<file path="config.mk">
export PLATFORM = sky130hd
export DESIGN_NAME = button_autorepeat_accel
export DESIGN_NICKNAME = d
export VERILOG_FILES = /design/src/design/bar_pkg.sv /design/src/design/button_autorepeat_accel.sv
export SDC_FILE = /design/constraint.sdc
export NUM_CORES = 1
export LEC_CHECK = 0
export BUFFER_PORTS_ARGS = -buffer_cell sky130_fd_sc_hd__buf_2
export CORE_ASPECT_RATIO = 1.1
export CORE_UTILIZATION = 50
export DETAILED_ROUTE_END_ITERATION = 10
export PLACE_DENSITY = 0.79
export SYNTH_ARGS = -nofsm -noshare
export SYNTH_HDL_FRONTEND = slang
export SYNTH_SLANG_ARGS = --single-unit
</file>
<file path="constraint.sdc">
create_clock -name clk -period 17.87 [get_ports clk]
set_clock_uncertainty 0.2 [all_clocks]
set_input_delay 5.361 -clock clk [delete_from_list [all_inputs] [get_ports clk]]
set_output_delay 5.361 -clock clk [all_outputs]
set_load 0.05 [all_outputs]
</file>
<file path="src/design/bar_pkg.sv">
// Package for the button auto-repeat block: word types, register indexes and reset values.
// No dependencies; used by button_autorepeat_accel.
package bar_pkg;

	localparam int MASK_W  = 32;
	localparam int COUNT_W = 16;
	localparam int IVAL_W  = 8;
	localparam int PAD_W   = 3;
	localparam int CFG_W   = 16;
	localparam int CFG_IDX_W = 3;

	localparam logic MODE_SAMPLE    = 1'b0;
	localparam logic MODE_SET_TIMER = 1'b1;

	typedef enum logic [CFG_IDX_W-1:0] {
		CFG_INITIAL_DELAY    = 3'd0,
		CFG_SLOW_INTERVAL    = 3'd1,
		CFG_MIDDLE_THRESHOLD = 3'd2,
		CFG_MIDDLE_INTERVAL  = 3'd3,
		CFG_FAST_THRESHOLD   = 3'd4,
		CFG_FAST_INTERVAL    = 3'd5
	} cfg_reg_t;

	localparam logic [COUNT_W-1:0] RST_INITIAL_DELAY    = 16'h0014;
	localparam logic [IVAL_W-1:0]  RST_SLOW_INTERVAL    = 8'h08;
	localparam logic [COUNT_W-1:0] RST_MIDDLE_THRESHOLD = 16'h0028;
	localparam logic [IVAL_W-1:0]  RST_MIDDLE_INTERVAL  = 8'h04;
	localparam logic [COUNT_W-1:0] RST_FAST_THRESHOLD   = 16'h0064;
	localparam logic [IVAL_W-1:0]  RST_FAST_INTERVAL    = 8'h02;

	typedef struct packed {
		logic               mode;
		logic [PAD_W-1:0]   pad;
		logic [MASK_W-1:0]  held_mask;
		logic [MASK_W-1:0]  pressed_mask;
		logic [MASK_W-1:0]  released_mask;
		logic [COUNT_W-1:0] timer_value;
	} in_word_t;

	typedef struct packed {
		logic [MASK_W-1:0] repeat_mask;
		logic [MASK_W-1:0] combined_repeat;
	} out_word_t;

endpackage

</file>
<file path="src/design/button_autorepeat_accel.sv">
// Top level of the per-pad button auto-repeat block with three repeat speeds.
// Depends on bar_pkg for the word types, register indexes and reset values.
//
// Channel   Handshake                Payload        Notes
// in        in_valid / in_ready      in_word        one pad sample or set-timer command
// out       out_valid / out_ready    out_word       one result word per input word
// cfg       cfg_wr_en                cfg_index,     plain write, no read-back
//                                    cfg_wdata
//
// Each word is captured in an input register and then passes to the result register,
// which raises out_valid; one word is taken per cycle while out is not stalled. The
// per-pad counters are updated at the edge where a word moves into the result
// register. A stall on out holds the result register; the input register still fills, and
// in_ready drops only when both registers are full. Reset clears both valid flags and
// restores the configuration registers, the per-pad counters and the frame accumulator.
module button_autorepeat_accel #(
	parameter int NUM_PADS    = 4,
	parameter int BUTTON_BITS = 32
) (
	input  logic                                clk,
	input  logic                                arst_n,
	input  logic                                in_valid,
	output logic                                in_ready,
	input  bar_pkg::in_word_t                   in_word,
	output logic                                out_valid,
	input  logic                                out_ready,
	output bar_pkg::out_word_t                  out_word,
	input  logic                                cfg_wr_en,
	input  logic [bar_pkg::CFG_IDX_W-1:0]       cfg_index,
	input  logic [bar_pkg::CFG_W-1:0]           cfg_wdata
);

	localparam int IDX_W = (NUM_PADS > 1) ? $clog2(NUM_PADS) : 1;

	logic [bar_pkg::COUNT_W-1:0] initial_delay_q;
	logic [bar_pkg::IVAL_W-1:0]  slow_interval_q;
	logic [bar_pkg::COUNT_W-1:0] middle_threshold_q;
	logic [bar_pkg::IVAL_W-1:0]  middle_interval_q;
	logic [bar_pkg::COUNT_W-1:0] fast_threshold_q;
	logic [bar_pkg::IVAL_W-1:0]  fast_interval_q;

	logic [bar_pkg::COUNT_W-1:0] repeat_counter_q [NUM_PADS];
	logic [bar_pkg::COUNT_W-1:0] hold_count_q [NUM_PADS];
	logic [bar_pkg::MASK_W-1:0]  frame_acc_q;

	logic              valid_s1;
	bar_pkg::in_word_t word_s1;
	logic              out_valid_q;
	bar_pkg::out_word_t out_word_q;

	logic                        advance;
	logic                        take_in;
	logic [bar_pkg::MASK_W-1:0]  button_mask;
	logic [IDX_W-1:0]            idx;
	logic                        pad_ok;
	logic                        pad_all;
	logic                        is_sample;
	logic                        change;
	logic [bar_pkg::COUNT_W-1:0] cnt_cur;
	logic [bar_pkg::COUNT_W-1:0] hold_cur;
	logic [bar_pkg::COUNT_W-1:0] hold_next;
	logic [bar_pkg::COUNT_W-1:0] cnt_next;
	logic [bar_pkg::MASK_W-1:0]  rep;
	logic [bar_pkg::MASK_W-1:0]  acc_next;
	logic [bar_pkg::MASK_W-1:0]  held_m;
	logic [bar_pkg::MASK_W-1:0]  pressed_m;
	logic [bar_pkg::MASK_W-1:0]  released_m;

	assign advance  = valid_s1 && (!out_valid_q || out_ready);
	assign in_ready = !valid_s1 || advance;
	assign take_in  = in_valid && in_ready;

	assign out_valid = out_valid_q;
	assign out_word  = out_word_q;

	always_comb begin
		for (int i = 0; i < bar_pkg::MASK_W; i++) begin
			button_mask[i] = (i < BUTTON_BITS);
		end
	end

	always_comb begin
		idx        = IDX_W'(word_s1.pad);
		pad_ok     = (32'(word_s1.pad) < NUM_PADS);
		pad_all    = (32'(word_s1.pad) == NUM_PADS);
		is_sample  = (word_s1.mode == bar_pkg::MODE_SAMPLE);
		held_m     = word_s1.held_mask & button_mask;
		pressed_m  = word_s1.pressed_mask & button_mask;
		released_m = word_s1.released_mask & button_mask;
		change     = (pressed_m != '0) || (released_m != '0);
		cnt_cur    = pad_ok ? repeat_counter_q[idx] : '0;
		hold_cur   = pad_ok ? hold_count_q[idx] : '0;
		hold_next  = (hold_cur < fast_threshold_q) ? hold_cur + 1'b1 : hold_cur;
		rep        = '0;
		if (change) begin
			rep       = pressed_m;
			cnt_next  = initial_delay_q;
			hold_next = '0;
		end else if (cnt_cur != '0) begin
			cnt_next = cnt_cur - 1'b1;
		end else begin
			rep = held_m;
			priority if (hold_next >= fast_threshold_q) begin
				cnt_next = bar_pkg::COUNT_W'(fast_interval_q);
			end else if (hold_next >= middle_threshold_q) begin
				cnt_next = bar_pkg::COUNT_W'(middle_interval_q);
			end else begin
				cnt_next = bar_pkg::COUNT_W'(slow_interval_q);
			end
		end
		if (!is_sample || !pad_ok) begin
			rep = '0;
		end
		acc_next = ((word_s1.pad == '0) ? '0 : frame_acc_q) | rep;
	end

	always_ff @(posedge clk or negedge arst_n) begin
		if (!arst_n) begin
			initial_delay_q    <= bar_pkg::RST_INITIAL_DELAY;
			slow_interval_q    <= bar_pkg::RST_SLOW_INTERVAL;
			middle_threshold_q <= bar_pkg::RST_MIDDLE_THRESHOLD;
			middle_interval_q  <= bar_pkg::RST_MIDDLE_INTERVAL;
			fast_threshold_q   <= bar_pkg::RST_FAST_THRESHOLD;
			fast_interval_q    <= bar_pkg::RST_FAST_INTERVAL;
		end else if (cfg_wr_en) begin
			case (bar_pkg::cfg_reg_t'(cfg_index))
				bar_pkg::CFG_INITIAL_DELAY: begin
					initial_delay_q <= cfg_wdata;
				end
				bar_pkg::CFG_SLOW_INTERVAL: begin
					slow_interval_q <= cfg_wdata[bar_pkg::IVAL_W-1:0];
				end
				bar_pkg::CFG_MIDDLE_THRESHOLD: begin
					middle_threshold_q <= cfg_wdata;
				end
				bar_pkg::CFG_MIDDLE_INTERVAL: begin
					middle_interval_q <= cfg_wdata[bar_pkg::IVAL_W-1:0];
				end
				bar_pkg::CFG_FAST_THRESHOLD: begin
					fast_threshold_q <= cfg_wdata;
				end
				bar_pkg::CFG_FAST_INTERVAL: begin
					fast_interval_q <= cfg_wdata[bar_pkg::IVAL_W-1:0];
				end
				default: begin
				end
			endcase
		end
	end

	always_ff @(posedge clk or negedge arst_n) begin
		if (!arst_n) begin
			valid_s1 <= 1'b0;
		end else if (in_ready) begin
			valid_s1 <= in_valid;
		end
	end

	always_ff @(posedge clk) begin
		if (take_in) begin
			word_s1 <= in_word;
		end
	end

	always_ff @(posedge clk or negedge arst_n) begin
		if (!arst_n) begin
			out_valid_q <= 1'b0;
		end else if (advance) begin
			out_valid_q <= 1'b1;
		end else if (out_ready) begin
			out_valid_q <= 1'b0;
		end
	end

	always_ff @(posedge clk) begin
		if (advance) begin
			out_word_q.repeat_mask     <= rep;
			out_word_q.combined_repeat <= (is_sample && pad_ok) ? acc_next : frame_acc_q;
		end
	end

	always_ff @(posedge clk or negedge arst_n) begin
		if (!arst_n) begin
			for (int i = 0; i < NUM_PADS; i++) begin
				repeat_counter_q[i] <= bar_pkg::RST_INITIAL_DELAY;
				hold_count_q[i]     <= '0;
			end
			frame_acc_q <= '0;
		end else if (advance) begin
			if (!is_sample) begin
				for (int i = 0; i < NUM_PADS; i++) begin
					if (pad_all || (pad_ok && (idx == IDX_W'(i)))) begin
						repeat_counter_q[i] <= word_s1.timer_value;
					end
				end
			end else if (pad_ok) begin
				repeat_counter_q[idx] <= cnt_next;
				hold_count_q[idx]     <= hold_next;
				frame_acc_q           <= acc_next;
			end
		end
	end

endmodule
</file>
* After elaboration in Yosys (flattened, before gate mapping)
Index checks and enable logic that the tools add are counted.
Storage, ports and cells: logic and storage cells 118, input port bits 140, memory bits (writable) 0, memories 0, bits in registers 414, ROM bits 0, output and inout port bits 66, latch bits 0
Operators by class: divide/modulo/power cells 0, add/sub/neg operators 2, multipliers 0, magnitude comparators 6, equality and inequality tests 13, bitwise gates (word level) 3, multiplexer cells 31, reductions and logical operators 38, shift-type cells 0
Operators by type and width (count):
- $mux W16 | 15
- $mux W32 | 5
- $bwmux W64 | 2
- $mux W64 | 2
- $bmux W16 S2 | 2
- $reduce_bool A32 Y1 | 2
- $demux W16 S2 | 1
- $ge A16 B16 Y1 | 2
- $or A32 B32 Y32 | 1
- $add A16 B1 Y16 const B | 1
- $lt A16 B16 Y1 | 1
- $mux W8 | 2
- $reduce_bool A16 Y1 | 1
- $sub A16 B1 Y16 const B | 1
- $reduce_and A3 Y1 | 5
- $reduce_and A2 Y1 | 6
- $eq A3 B3 Y1 const B | 3
- $logic_and A1 B1 Y1 | 8
- $logic_or A1 B1 Y1 | 8
- $ne A2 B1 Y1 const B | 4
- $eq A3 B2 Y1 const B | 2
- $logic_not A3 Y1 | 2
- $eq A2 B2 Y1 const B | 2
- $reduce_bool A2 Y1 | 2
- other kinds (10) | 13

* Longest topological paths before layout
Gate-level depths: netlist of run 1.
depth in word-level cells 15, mapped depth 27, depth with buffers taken out 21

* Worst setup path after synthesis of run 1
No wires, ideal clock.
path type input-to-output, start point input port out_ready, end point output port in_ready, setup slack 6.465 ns, arrival 5.844 ns, data required time 12.309 ns, buffers on the path 0, stages 1, cell sequence nand3b_1
Between the ends: longest elaborated chain between the ends 3
Ends and longest elaborated chain:
- start: declaration | line button_autorepeat_accel.sv:26 | input logic out_ready,
- $logic_or A1 B1 Y1 | line button_autorepeat_accel.sv:69 | assign advance = valid_s1 && (!out_valid_q || out_ready);
- $logic_and A1 B1 Y1 | line button_autorepeat_accel.sv:69
- $logic_or A1 B1 Y1 | line button_autorepeat_accel.sv:70 | assign in_ready = !valid_s1 || advance;
- end: declaration | line button_autorepeat_accel.sv:23 | output logic in_ready,
No other way between the ends.

* Worst setup path after layout of run 1
Ends and elaborated chain as after synthesis.

==> metrics.md, run 1 <==
| Metric | Value |
|---|---|
| Status | finished clean |
| H-tree Lvls | 2 |
| CTS tree | built |
| Number of clock sinks | 414 |
| Routed Antenna Nets | 0 |
| Synth Instances | 1,542 |
| Synth cell types | 73 |
| Critical Path RT | 12.31 ns |
| Ys flop type | dfrtp_1 |
| Pwr per Cell Area | 116 nW/µm² |
| Family with the most delay on the worst path | buffers and inverters |
| Worst path depth | 3 |
| Max-slew violations | 0 |
| Core box area | 36,300 µm² |
| Sum Neg Setup Slack | 0 ns |
| Gate power share | 0.169 |
| Post_cts resized | 0 |
| Power Internal | 0.00178 W |
| TritonRoute pass-1 iters | 6 |
| CP Launch Type | primary input |
| All-Layer GR Usage | 0.243 |
| Post-CTS Hold Fix Bufs | 0 |
| Layout area overhead | 15.2% |
| Die width | 185 µm |
| Clk pwr share | 0.345 |
| Wire length per cell | 19.9 µm |
| Critical Path Most Common Cell | buf_2 |
| Fillers | 2,881 |
| Total grt overflow | 0 |
| RSZ-0062 raised after global routing | false |
| Most frequent cells in the layout | nand2_1 (224), dfrtp_1 (216), buf_2 (204) |
| Synthesized area | 18,500 µm² |
| IO Pins | 206 |
| GRT met1 Usage | 0.307 |
| Pleak | 9.03 nW |
| Final Hold Viols | 0 |
| Global-route met2 utilization | 0.401 |
| Largest family of logic cells by synthesized area | compound AO/OA/AOI/OAI gates |
| Clock buffer depth | 3 |
| Detailed Route Iter0 Violations | 1,167 |
| HPWL after DPL | 30.3 mm |
| Worst-margin pin slew | 1.22 ns |
| Worst r2r path cells | 18 |
| TritonCTS Buffers | 41 |
| Clk Latency, worst-skew pair | 0.56 ns |
| Synth Area per Inst | 12.0 µm² |
| Compound-Gate Fraction of Synth Area | 0.131 |
| Area share of fa/ha/maj cells after synthesis | 0.0331 |
| Initial antenna violation count | 3 |
| Multi-input gate area | 6710 µm² |
| Post-Route WL | 44.9 mm |
| Initial core utilization | 0.510 |
| Site Rows | 73 |
| First-pass GRT wire length | 71.1 mm |
| Final setup violating endpoints | 0 |
| Share of cells above drive strength 1 | 0.224 |
| Core Util, Final | 0.588 |
| Clock root cell | clkbuf_16 |
| Vias per inst | 5.86 |
| Crit path cell chain | buf_2 > nand3b_1 > buf_2 |
| Synthesis Warnings | 0 |
| Number of global-route vias before repair | 13,400 |
| Worst EP arrival | 5.88 ns |
| Worst path slowest cell | buf_2 |
| Minimum clock period | 11.44 ns |
| Post-synthesis sequential area ratio | 0.610 |
| Post-synthesis mux area share | 0.0707 |
| Die Y | 204 µm |
| CP bufs+invs | 2 |
| Gpl congestion | 0.871 |
| Tcrit/Tclk final | 0.640 |
| VDD IR max | 0.0991 mV |
| Xor and xnor area share after synthesis | 0.0109 |
| Busiest grt layer | met2 |
| CP max stage delay | 0.23 ns |
| Vias post-DR | 13,200 |
| Grt met3 use | 0.0382 |
| Register area | 11,300 µm² |
| HP Class | reg2reg |
| Critical path capture point type | output pin |
| Max Cap Violations | 0 |
| Nets | 1,920 |
| IO buf count | 205 |
| Sequential share of power | 0.487 |
| Post-synthesis net count | 1,731 |
| Hold path cells | 2 |
| Post-synthesis register bit count | 414 |
| Post-synth EDFFs | 180 |
| Post-synthesis async set-or-reset flop share | 0.565 |
| FMAX | 87.4 MHz |
| Switch share | 0.277 |
| P_sw | 0.000683 W |
| Critical path fanouts, max | 3 |
| Commonest non-fill, non-tap cell in the layout | nand2_1 |
| Setup Fix Bufs, Post-CTS | 0 |
| Die area | 37,800 µm² |
| Post-Synth Simple-Gate Area | 0.115 |
| Slew HR | 0.182 |
| Crit path kind | in2out |
| CTS clk-pin slew, worst paths | 0.06 ns |
| # DRC | 0 |
| Largest net degree at the start of global routing | 87 |
[worst reg2reg max path, cell delays in order, from the launching register on]
cell,delay [ns]
edfxtp_1,0.33
buf_4,0.62
mux4_2,0.68
and2_1,0.21
ha_1,0.29
a211oi_1,0.25
o21ai_1,0.10
a221o_1,0.59
a21oi_1,0.35
mux2i_1,0.47
inv_1,0.15
ha_1,0.31
a2111oi_0,0.42
o21ai_0,0.21
a211o_1,0.46
a221oi_1,0.64
o21ai_1,0.26
a222oi_1,0.67
o31ai_1,0.19
[synth_stat cells (5+ instances only)]
library cell,n,share of area
nor3_1,6,0.0016
o21ai_1,47,0.013
o21ai_0,107,0.029
ha_1,49,0.033
o211ai_1,5,0.0020
mux4_2,29,0.035
nand3_1,15,0.0041
edfxtp_1,180,0.29
and3_1,8,0.0027
dfrtp_1,216,0.29
a31oi_1,13,0.0044
nor2_1,113,0.023
a211oi_1,14,0.0057
mux2_2,39,0.024
xor2_1,15,0.0071
and2_1,20,0.0068
mux2i_1,11,0.0060
a21o_1,41,0.017
a221o_1,28,0.015
inv_1,49,0.0099
clkbuf_1,66,0.013
dfstp_2,18,0.026
nand2_1,225,0.046
a21oi_1,74,0.020
o31ai_1,12,0.0049
xnor2_1,8,0.0038
nor4_1,23,0.0078
nand2b_1,9,0.0030
buf_2,6,0.0016
nand4_1,17,0.0058
[layout make-up]
| cell class | instances | area share |
|---|---|---|
| antenna | 3 | 0.000352 |
| clock buffer | 57 | 0.0543 |
| clock inverter | 19 | 0.00769 |
| inverter | 49 | 0.00863 |
| multi-input combinational | 998 | 0.315 |
| sequential | 414 | 0.529 |
| tap | 487 | 0.0286 |
| timing repair buffer | 227 | 0.0564 |
[path summary, 6_finish.rpt]
check | startpoint | end | slack (ns)
worst max-delay path | out_ready | in_ready | 6.43
worst min-delay path | repeat_counter_q[18] | repeat_counter_q[18] | 0.27
worst max register to register | idx[0] | repeat_counter_q[38] | 10.34
worst min register to register | repeat_counter_q[18] | repeat_counter_q[18] | 0.27
max in group asynchronous | arst_n | frame_acc_q[23] | 10.53
min in group asynchronous | arst_n | slow_interval_q[7] | 4.61
[metrics by stage]
stage / power, W / hold slack [ns] / cells / instance area, µm² / setup slack (ns)
finish: 0.00246 / 0.274 / 2254 / 21300 / 6.43
global route: 0.00256 / 0.292 / 2254 / 21300 / 6.40
CTS: 0.00247 / 0.272 / 2251 / 21300 / 6.43
detailed placement: 0.00162 / 0.262 / 2175 / 20000 / 6.43
global placement: 0.00160 / 0.254 / 2175 / 20000 / 6.44
floorplan: 0.00150 / 0.240 / 1542 / 18500 / 6.46
[power groups by stage]
| stage | combinational (W) | clock [W] | sequential (W) |
|---|---|---|---|
| 2_1_floorplan | 0.000246 | 0 | 0.00125 |
| 3_3_place_gp | 0.000395 | 0 | 0.00121 |
| 3_5_place_dp | 0.000410 | 0 | 0.00121 |
| 4_1_cts | 0.000414 | 0.000862 | 0.00120 |
| 5_1_grt | 0.000451 | 0.000897 | 0.00121 |
| 6_report | 0.000415 | 0.000849 | 0.00120 |
[cell families after synthesis]
logic type      after synthesis
simple gates                463
flops                       414
xor+xnor                     23
mux                          83
compound gates              380
fa+ha+maj                    49
buf+inv                     130
[metal layers]
metal | share of wire | routed length, µm
met5 | 0 | 0
met4 | 0.054 | 2400
met3 | 0.057 | 2570
met2 | 0.50 | 22400
met1 | 0.39 | 17500
[sequential cells by signal, indices dropped and copies added (netlist names)]
signal / flops
fast_interval_q: 8
fast_threshold_q: 16
frame_acc_q: 32
held_m: 32
hold_count_q: 64
idx: 2
initial_delay_q: 16
middle_interval_q: 8
middle_threshold_q: 16
out_valid: 1
out_word: 64
pressed_m: 32
released_m: 32
repeat_counter_q: 64
slow_interval_q: 8
valid_s1: 1
word_s1: 18
Note: power is estimated with default switching activity, not from simulation.
==> inputs of run 2 (changes only) <==
==> constraint.sdc (replaced) <==
create_clock -name clk -period 11 [get_ports clk]
set_clock_uncertainty 0.2 [all_clocks]
set_input_delay 3.3 -clock clk [delete_from_list [all_inputs] [get_ports clk]]
set_output_delay 3.3 -clock clk [all_outputs]
set_load 0.05 [all_outputs]
==> run 2 against run 1 <==
Against the previous run:
- critical path depth is the same
- global-route usage shrank 0.10 points
- clock-buffer cell count grew 4
- utilization grew 0.25 points
- first-iteration DRC count shrank 5.1%
- clock power grew 71%
- worst hold slack is essentially flat
- via count shrank 0.18%
- routed wire length shrank 0.48%
- power grew 65%
- sequential share of layout area shrank 0.23 points
- non-clock buffer count shrank 1
- critical endpoint unchanged
- largest power group unchanged
==> metrics.md, run 2 (synthesized netlist as in run 1, its figures left out) <==
| Metric | Value |
|---|---|
| Status | finished clean |
| Crit path kind | in2out |
| Family with the most delay on the worst path | buffers and inverters |
| H-tree Lvls | 2 (unchanged) |
| Commonest non-fill, non-tap cell in the layout | nand2_1 |
| Worst-margin pin slew | 1.20 ns (-0.0274 ns) |
| Worst path slowest cell | buf_2 |
| Die area | 37,800 µm² (unchanged) |
| Hold Startpoint | repeat_counter_q[18] |
| Final Hold Viols | 0 (unchanged) |
| Nets | 1,920 (unchanged) |
| Detailed Route Iter0 Violations | 1,107 (-5.1%) |
| Initial antenna violation count | 4 (+1) |
| Die Y | 204 µm (unchanged) |
| Vias post-DR | 13,200 (-0.18%) |
| Slew HR | 0.201 (+0.0183) |
| FMAX | 137 MHz |
| IO Pins | 206 (unchanged) |
| Pleak | 9.06 nW (+0.41%) |
| IO buf count | 205 (unchanged) |
| Post-Route WL | 44.6 mm (-0.48%) |
| Tcrit/Tclk final | 0.665 |
| Wire length per cell | 19.8 µm (-0.57%) |
| CP bufs+invs | 2 (unchanged) |
| Site Rows | 73 (unchanged) |
| Number of clock sinks | 414 (unchanged) |
| Clock buffer depth | 3 (unchanged) |
| Post-CTS Hold Fix Bufs | 0 (unchanged) |
| RSZ-0062 raised after global routing | false |
| # placed instances | 2,174 (-0.046%) |
| Setup Fix Bufs, Post-CTS | 0 (unchanged) |
| Worst flop-to-flop path startpoint | idx[0] |
| CTS clk-pin slew, worst paths | 0.06 ns (about the same) |
| # DRC | 0 (unchanged) |
| Critical Path Most Common Cell | buf_2 |
| Most frequent cells in the layout | nand2_1 (224), dfrtp_1 (216), buf_2 (204) |
| Core box area | 36,300 µm² (unchanged) |
| Minimum clock period | 7.32 ns |
| Clock root cell | clkbuf_16 |
| All-Layer GR Usage | 0.242 (-0.000999) |
| Routed Antenna Nets | 0 (unchanged) |
| Crit path cell chain | buf_2 > nand3b_1 > buf_2 |
| Critical path fanouts, max | 3 (unchanged) |
| HPWL after DPL | 30.3 mm (+0.20%) |
| Total grt overflow | 0 (unchanged) |
| Final setup violating endpoints | 0 (unchanged) |
| Initial core utilization | 0.510 (unchanged) |
| Core Util, Final | 0.590 (+0.00252) |
| Max Cap Violations | 0 (unchanged) |
| TritonCTS Buffers | 42 (+2.4%) |
| Sum Neg Setup Slack | 0 ns (unchanged) |
| Vias per inst | 5.84 (-0.27%) |
| Worst EP arrival | 3.82 ns (-2.06 ns) |
| Max-slew violations | 0 (unchanged) |
| CP Launch Type | primary input |
| HP Class | reg2reg |
| Critical path capture point type | output pin |
| TritonRoute pass-1 iters | 5 (-1) |
| Gpl congestion | 0.909 (+4.3%) |
| Layout area overhead | 15.7% |
| First-pass GRT wire length | 70.5 mm (-0.81%) |
| Power, Total | 0.00406 W (+65%) |
| Largest net degree at the start of global routing | 86 (-1.1%) |
| CTS tree | built |
| Die width | 185 µm (unchanged) |
| Post_cts resized | 0 (unchanged) |
| VDD IR max | 0.141 mV (+42%) |
| Finished Layout Cells | 2,256 (+0.089%) |
| CP max stage delay | 0.24 ns (about the same) |
| Crit path from | out_ready |
| Critical Path RT | 7.50 ns (-4.81 ns) |
| Number of global-route vias before repair | 13,100 (-2.5%) |
| Share of cells above drive strength 1 | 0.228 (+0.00327) |
| Pwr per Cell Area | 190 nW/µm² (+64%) |
| Clk Latency, worst-skew pair | 0.55 ns (about the same) |
| Hold slack | 0.275 ns (+0.000351 ns) |
[run 2: final timing paths]
check,to,slack [ns],cells after the start
setup reg to reg,repeat_counter_q[22],3.89,17
hold reg to reg,repeat_counter_q[18],0.27,2
hold / removal,repeat_counter_q[18],0.27,2
setup / recovery,in_ready,3.68,3
min in group asynchronous,repeat_counter_q[16],2.56,1
max in group asynchronous,hold_count_q[9],6.56,2
[run 2: power by group]
group / internal (W) / switching [W]
clock: 0.000854 / 0.000591
combinational: 0.000257 / 0.000417
sequential: 0.00185 / 0.0000975
[run 2: worst register-to-register path: stages, from the launching register on]
cell and delay [ns]:
edfxtp_1 0.32, buf_4 0.61, mux4_2 0.68, and2_1 0.20, ha_1 0.29, nand4_1 0.14
nor2_1 0.77, a21oi_1 0.26, xnor2_1 0.50, ha_1 0.33, nand2b_1 0.14, a2111oi_0 0.40
o21ai_0 0.18, a211o_1 0.45, a221oi_1 0.50, o21ai_1 0.18, a222oi_1 0.62, o31ai_1 0.17
[run 2: per-stage QoR]
| stage | worst slack [ns] | area [µm²] |
|---|---|---|
| floorplan | 3.72 | 18500 |
| global placement | 3.69 | 20000 |
| detailed placement | 3.69 | 20000 |
| CTS | 3.68 | 21400 |
| global route | 3.30 | 21400 |
| finish | 3.68 | 21400 |
[run 2: area by class of cell]
class | count | area, µm²
clock buffer | 61 | 1230
multi-input combinational | 998 | 6710
tap | 487 | 609
clock inverter | 17 | 183
fill | 2884 | 14900
inverter | 49 | 184
sequential | 414 | 11300
antenna | 4 | 10.0
timing repair buffer | 226 | 1190
[run 2: layer usage]
metal  up-vias  part of all wire  GRT usage
li1       6036                 -          -
met5         -                 0          0
met2       516              0.50      0.400
met3       114             0.058     0.0371
met4         0             0.041      0.106
met1      6516              0.40      0.316
==> inputs of run 3 (changes only) <==
--- a/config.mk
+++ b/config.mk
@@ -5,11 +5,12 @@
 export SDC_FILE = /design/constraint.sdc
 export NUM_CORES = 1
 export LEC_CHECK = 0
+export ABC_AREA = 1
 export BUFFER_PORTS_ARGS = -buffer_cell sky130_fd_sc_hd__buf_2
 export CORE_ASPECT_RATIO = 1.1
 export CORE_UTILIZATION = 50
 export DETAILED_ROUTE_END_ITERATION = 10
-export PLACE_DENSITY = 0.79
+export PLACE_DENSITY = 0.78
 export SYNTH_ARGS = -nofsm -noshare
 export SYNTH_HDL_FRONTEND = slang
 export SYNTH_SLANG_ARGS = --single-unit
==> constraint.sdc (replaced) <==
create_clock -name clk -period 7.5 [get_ports clk]
set_clock_uncertainty 0.2 [all_clocks]
set_input_delay 2.25 -clock clk [delete_from_list [all_inputs] [get_ports clk]]
set_output_delay 2.25 -clock clk [all_outputs]
set_load 0.05 [all_outputs]
==> run 3 against run 2 <==
Against the previous run:
- sequential power is 55% higher
- design area is 8.6% higher
- synthesized area is 10% higher
- worst hold slack better by 0.0090 ns
- setup slack worse by 2.7 ns
- flip-flop and latch count stayed put
- utilization is 1.2 points lower
- clock power is 47% higher
==> metrics.md, run 3 <==
| Metric | Value |
|---|---|
| Status | finished clean |
| Critical Path Most Common Cell | nand2_1 |
| Critical Path RT | 7.74 ns (+0.24 ns) |
| Pleak | 11.8 nW (+30%) |
| Slew HR | 0.283 (+0.0828) |
| DP Area | 21,800 µm² (+9.3%) |
| Synthesis Warnings | 0 (unchanged) |
| Synth Area per Inst | 8.53 µm² (-29%) |
| Tcrit/Tclk final | 0.863 |
| Routed Antenna Nets | 0 (unchanged) |
| Max-slew violations | 0 (unchanged) |
| Layout area overhead | 14.1% |
| Top cells by area, synth | dfrtp_1 (27%), edfxtp_1 (27%), nand2_1 (14%) |
| P_sw | 0.00217 W (+97%) |
| Synthesized area | 20,400 µm² (+10%) |
| H-tree Lvls | 2 (unchanged) |
| Number of clock sinks | 414 (unchanged) |
| Setup ws final | 1.03 ns (-2.65 ns) |
| # DRC | 0 (unchanged) |
| TritonRoute pass-1 iters | 6 (+1) |
| Final setup violating endpoints | 0 (unchanged) |
| Core box area | 40,200 µm² (+11%) |
| Ys flop type | dfrtp_1 |
| Sum Neg Setup Slack | 0 ns (unchanged) |
| Commonest cells in the synthesized netlist | nand2_1 (741), inv_1 (311), dfrtp_1 (216) |
| Switch share | 0.326 (+0.0542) |
| FMAX | 155 MHz |
| Post-route cell area | 23,200 µm² (+8.6%) |
| Most frequent cells in the layout | nand2_1 (741), inv_1 (308), dfrtp_1 (216) |
| Post-synth EDFFs | 180 (unchanged) |
| CP max stage delay | 0.63 ns (+0.39 ns) |
| Finished Layout Cells | 3,121 (+38%) |
| All-Layer GR Usage | 0.273 (+0.0311) |
| Max Cap Violations | 0 (unchanged) |
| Sequential share of power | 0.453 (-0.025) |
| Detailed Route Iter0 Violations | 1,630 (+47%) |
| Crit path kind | reg2reg |
| VDD IR max | 0.186 mV (+32%) |
| Post_cts resized | 0 (unchanged) |
| Worst path slowest cell | edfxtp_1 |
| First-pass GRT wire length | 88.0 mm (+25%) |
| Clock buffer depth | 3 (unchanged) |
| Crit path from | idx[0] |
| Cell accounting for the most synthesized area | dfrtp_1 |
| CTS clk-pin slew, worst paths | 0.06 ns (about the same) |
| Worst-margin pin slew | 1.07 ns (-0.122 ns) |
| HPWL after DPL | 38.9 mm (+28%) |
| # placed instances | 3,037 (+40%) |
| Share of the synthesized area in the top cell type | 0.265 (-0.0269) |
| Minimum clock period | 6.47 ns |
| Largest net degree at the start of global routing | 163 (+90%) |
| Die width | 194 µm (+4.9%) |
| Clk pwr share | 0.320 (-0.036) |
| Post-synthesis net count | 2,578 (+49%) |
| Site Rows | 77 (+5.5%) |
| Post-synthesis register bit count | 414 (unchanged) |
| Share of cells above drive strength 1 | 0.138 (-0.0900) |
| Synth Instances | 2,389 (+55%) |
| Final Hold Viols | 0 (unchanged) |
| Synth cell types | 40 (-45%) |
| Worst flop-to-flop path startpoint | idx[0] |
| TritonCTS Buffers | 44 (+4.8%) |
| Commonest non-fill, non-tap cell in the layout | nand2_1 |
| Pwr per Cell Area | 286 nW/µm² (+51%) |
| Critical path fanouts, max | 17 (+14) |
| Die Y | 214 µm (+4.9%) |
| Gate power share | 0.228 (+0.062) |
| Clock root cell | clkbuf_16 |
| Setup Fix Bufs, Post-CTS | 0 (unchanged) |
| Vias per inst | 5.44 (-6.8%) |
| Post-CTS Hold Fix Bufs | 0 (unchanged) |
| Post-place setup slack | 1.13 ns (-2.56 ns) |
| Post-synthesis async set-or-reset flop share | 0.565 (unchanged) |
| Critical path endpoint | repeat_counter_q[33] |
| IO buf count | 205 (unchanged) |
| CP Launch Type | flop |
| Number of global-route vias before repair | 16,500 (+26%) |
| Power Internal | 0.00449 W (+52%) |
| Post-Route WL | 55.9 mm (+25%) |
| Worst EP arrival | 6.71 ns (+2.89 ns) |
| Gpl congestion | 0.987 (+8.5%) |
| Nets | 2,759 (+44%) |
| Total grt overflow | 0 (unchanged) |
| Worst r2r path cells | 32 (+15) |
| Initial antenna violation count | 4 (unchanged) |
| RSZ-0062 raised after global routing | false |
| Initial core utilization | 0.507 (-0.00304) |
| Wire length per cell | 17.9 µm (-9.5%) |
| Reg-to-reg critical path endpoint | repeat_counter_q[33] |
| Hold slack | 0.284 ns (+0.00898 ns) |
| HP Class | reg2reg |
| IO Pins | 206 (unchanged) |
| Die area | 41,600 µm² (+10%) |
| Top-count cell post-synth | nand2_1 |
| Reg2Reg Setup Slack | 1.03 ns (-2.86 ns) |
| Critical path capture point type | flop |
| Post-synthesis sequential area ratio | 0.554 (-0.0561) |
| CTS tree | built |
| Clk Latency, worst-skew pair | 0.60 ns (+0.05 ns) |
| Vias post-DR | 17,000 (+29%) |
## run 3: critical path: cells and delay by family, from the launching register on
family          cells  cell delay [ns]
buf+inv             6             0.99
fa+ha+maj           2             0.49
compound gates      5             0.77
flops               1             0.63
simple gates       19             3.22
## run 3: worst min path at each step
stage                                   from            endpoint  slack, ns  depth (start not counted)
after floorplan           initial_delay_q[0]  initial_delay_q[0]       0.25                          2
after global placement       hold_count_q[7]     hold_count_q[7]       0.26                          2
after detailed placement    hold_count_q[56]    hold_count_q[56]       0.27                          2
after CTS                    hold_count_q[8]     hold_count_q[8]       0.28                          2
after global routing        hold_count_q[11]    hold_count_q[11]       0.30                          2
final                       hold_count_q[60]    hold_count_q[60]       0.28                          2
## run 3: cells by family (layout without fill, tap and decap cells)
| kind of cell | Yosys count | after routing | share of synthesized area |
|---|---|---|---|
| buffers and inverters | 409 | 626 | 0.0799 |
| xor gates and xnor gates | 10 | 10 | 0.00430 |
| adders and majority gates | 49 | 49 | 0.0301 |
| DFF | 414 | 414 | 0.554 |
| and+or+nand+nor | 1207 | 1207 | 0.247 |
| AOI/OAI and AO/OA | 300 | 300 | 0.0844 |
| other | 0 | 2 | 0 |
## run 3: routing by layer
layer,vias up,share of wire,GRT usage
met5,-,0.00014,0
met4,2,0.038,0.125
met3,133,0.091,0.0694
met2,750,0.45,0.428
met1,8016,0.42,0.359
li1,8087,-,-
## run 3: stage by stage
step	power (W)	utilization
floorplan	0.00410	-
global placement	0.00448	0.543
detailed placement	0.00454	0.543
CTS	0.00668	0.578
global route	0.00700	0.579
finish	0.00666	0.579
## run 3: layout make-up
class	count	area, µm²
fillers	3450	16900
flip-flops and latches	414	11300
multi-input cells	1566	7500
repair buffers	227	1210
inverters	317	1190
clock buffers	54	1160
well taps	513	642
clock inverters	28	254
diodes	2	5.00
## run 3: power groups by stage
| stage | combinational, W | clock [W] | sequential (W) |
|---|---|---|---|
| 2_1_floorplan | 0.000858 | 0 | 0.00324 |
| 3_3_place_gp | 0.00145 | 0 | 0.00303 |
| 3_5_place_dp | 0.00150 | 0 | 0.00305 |
| 4_1_cts | 0.00151 | 0.00217 | 0.00301 |
| 5_1_grt | 0.00169 | 0.00225 | 0.00305 |
| 6_report | 0.00152 | 0.00213 | 0.00301 |
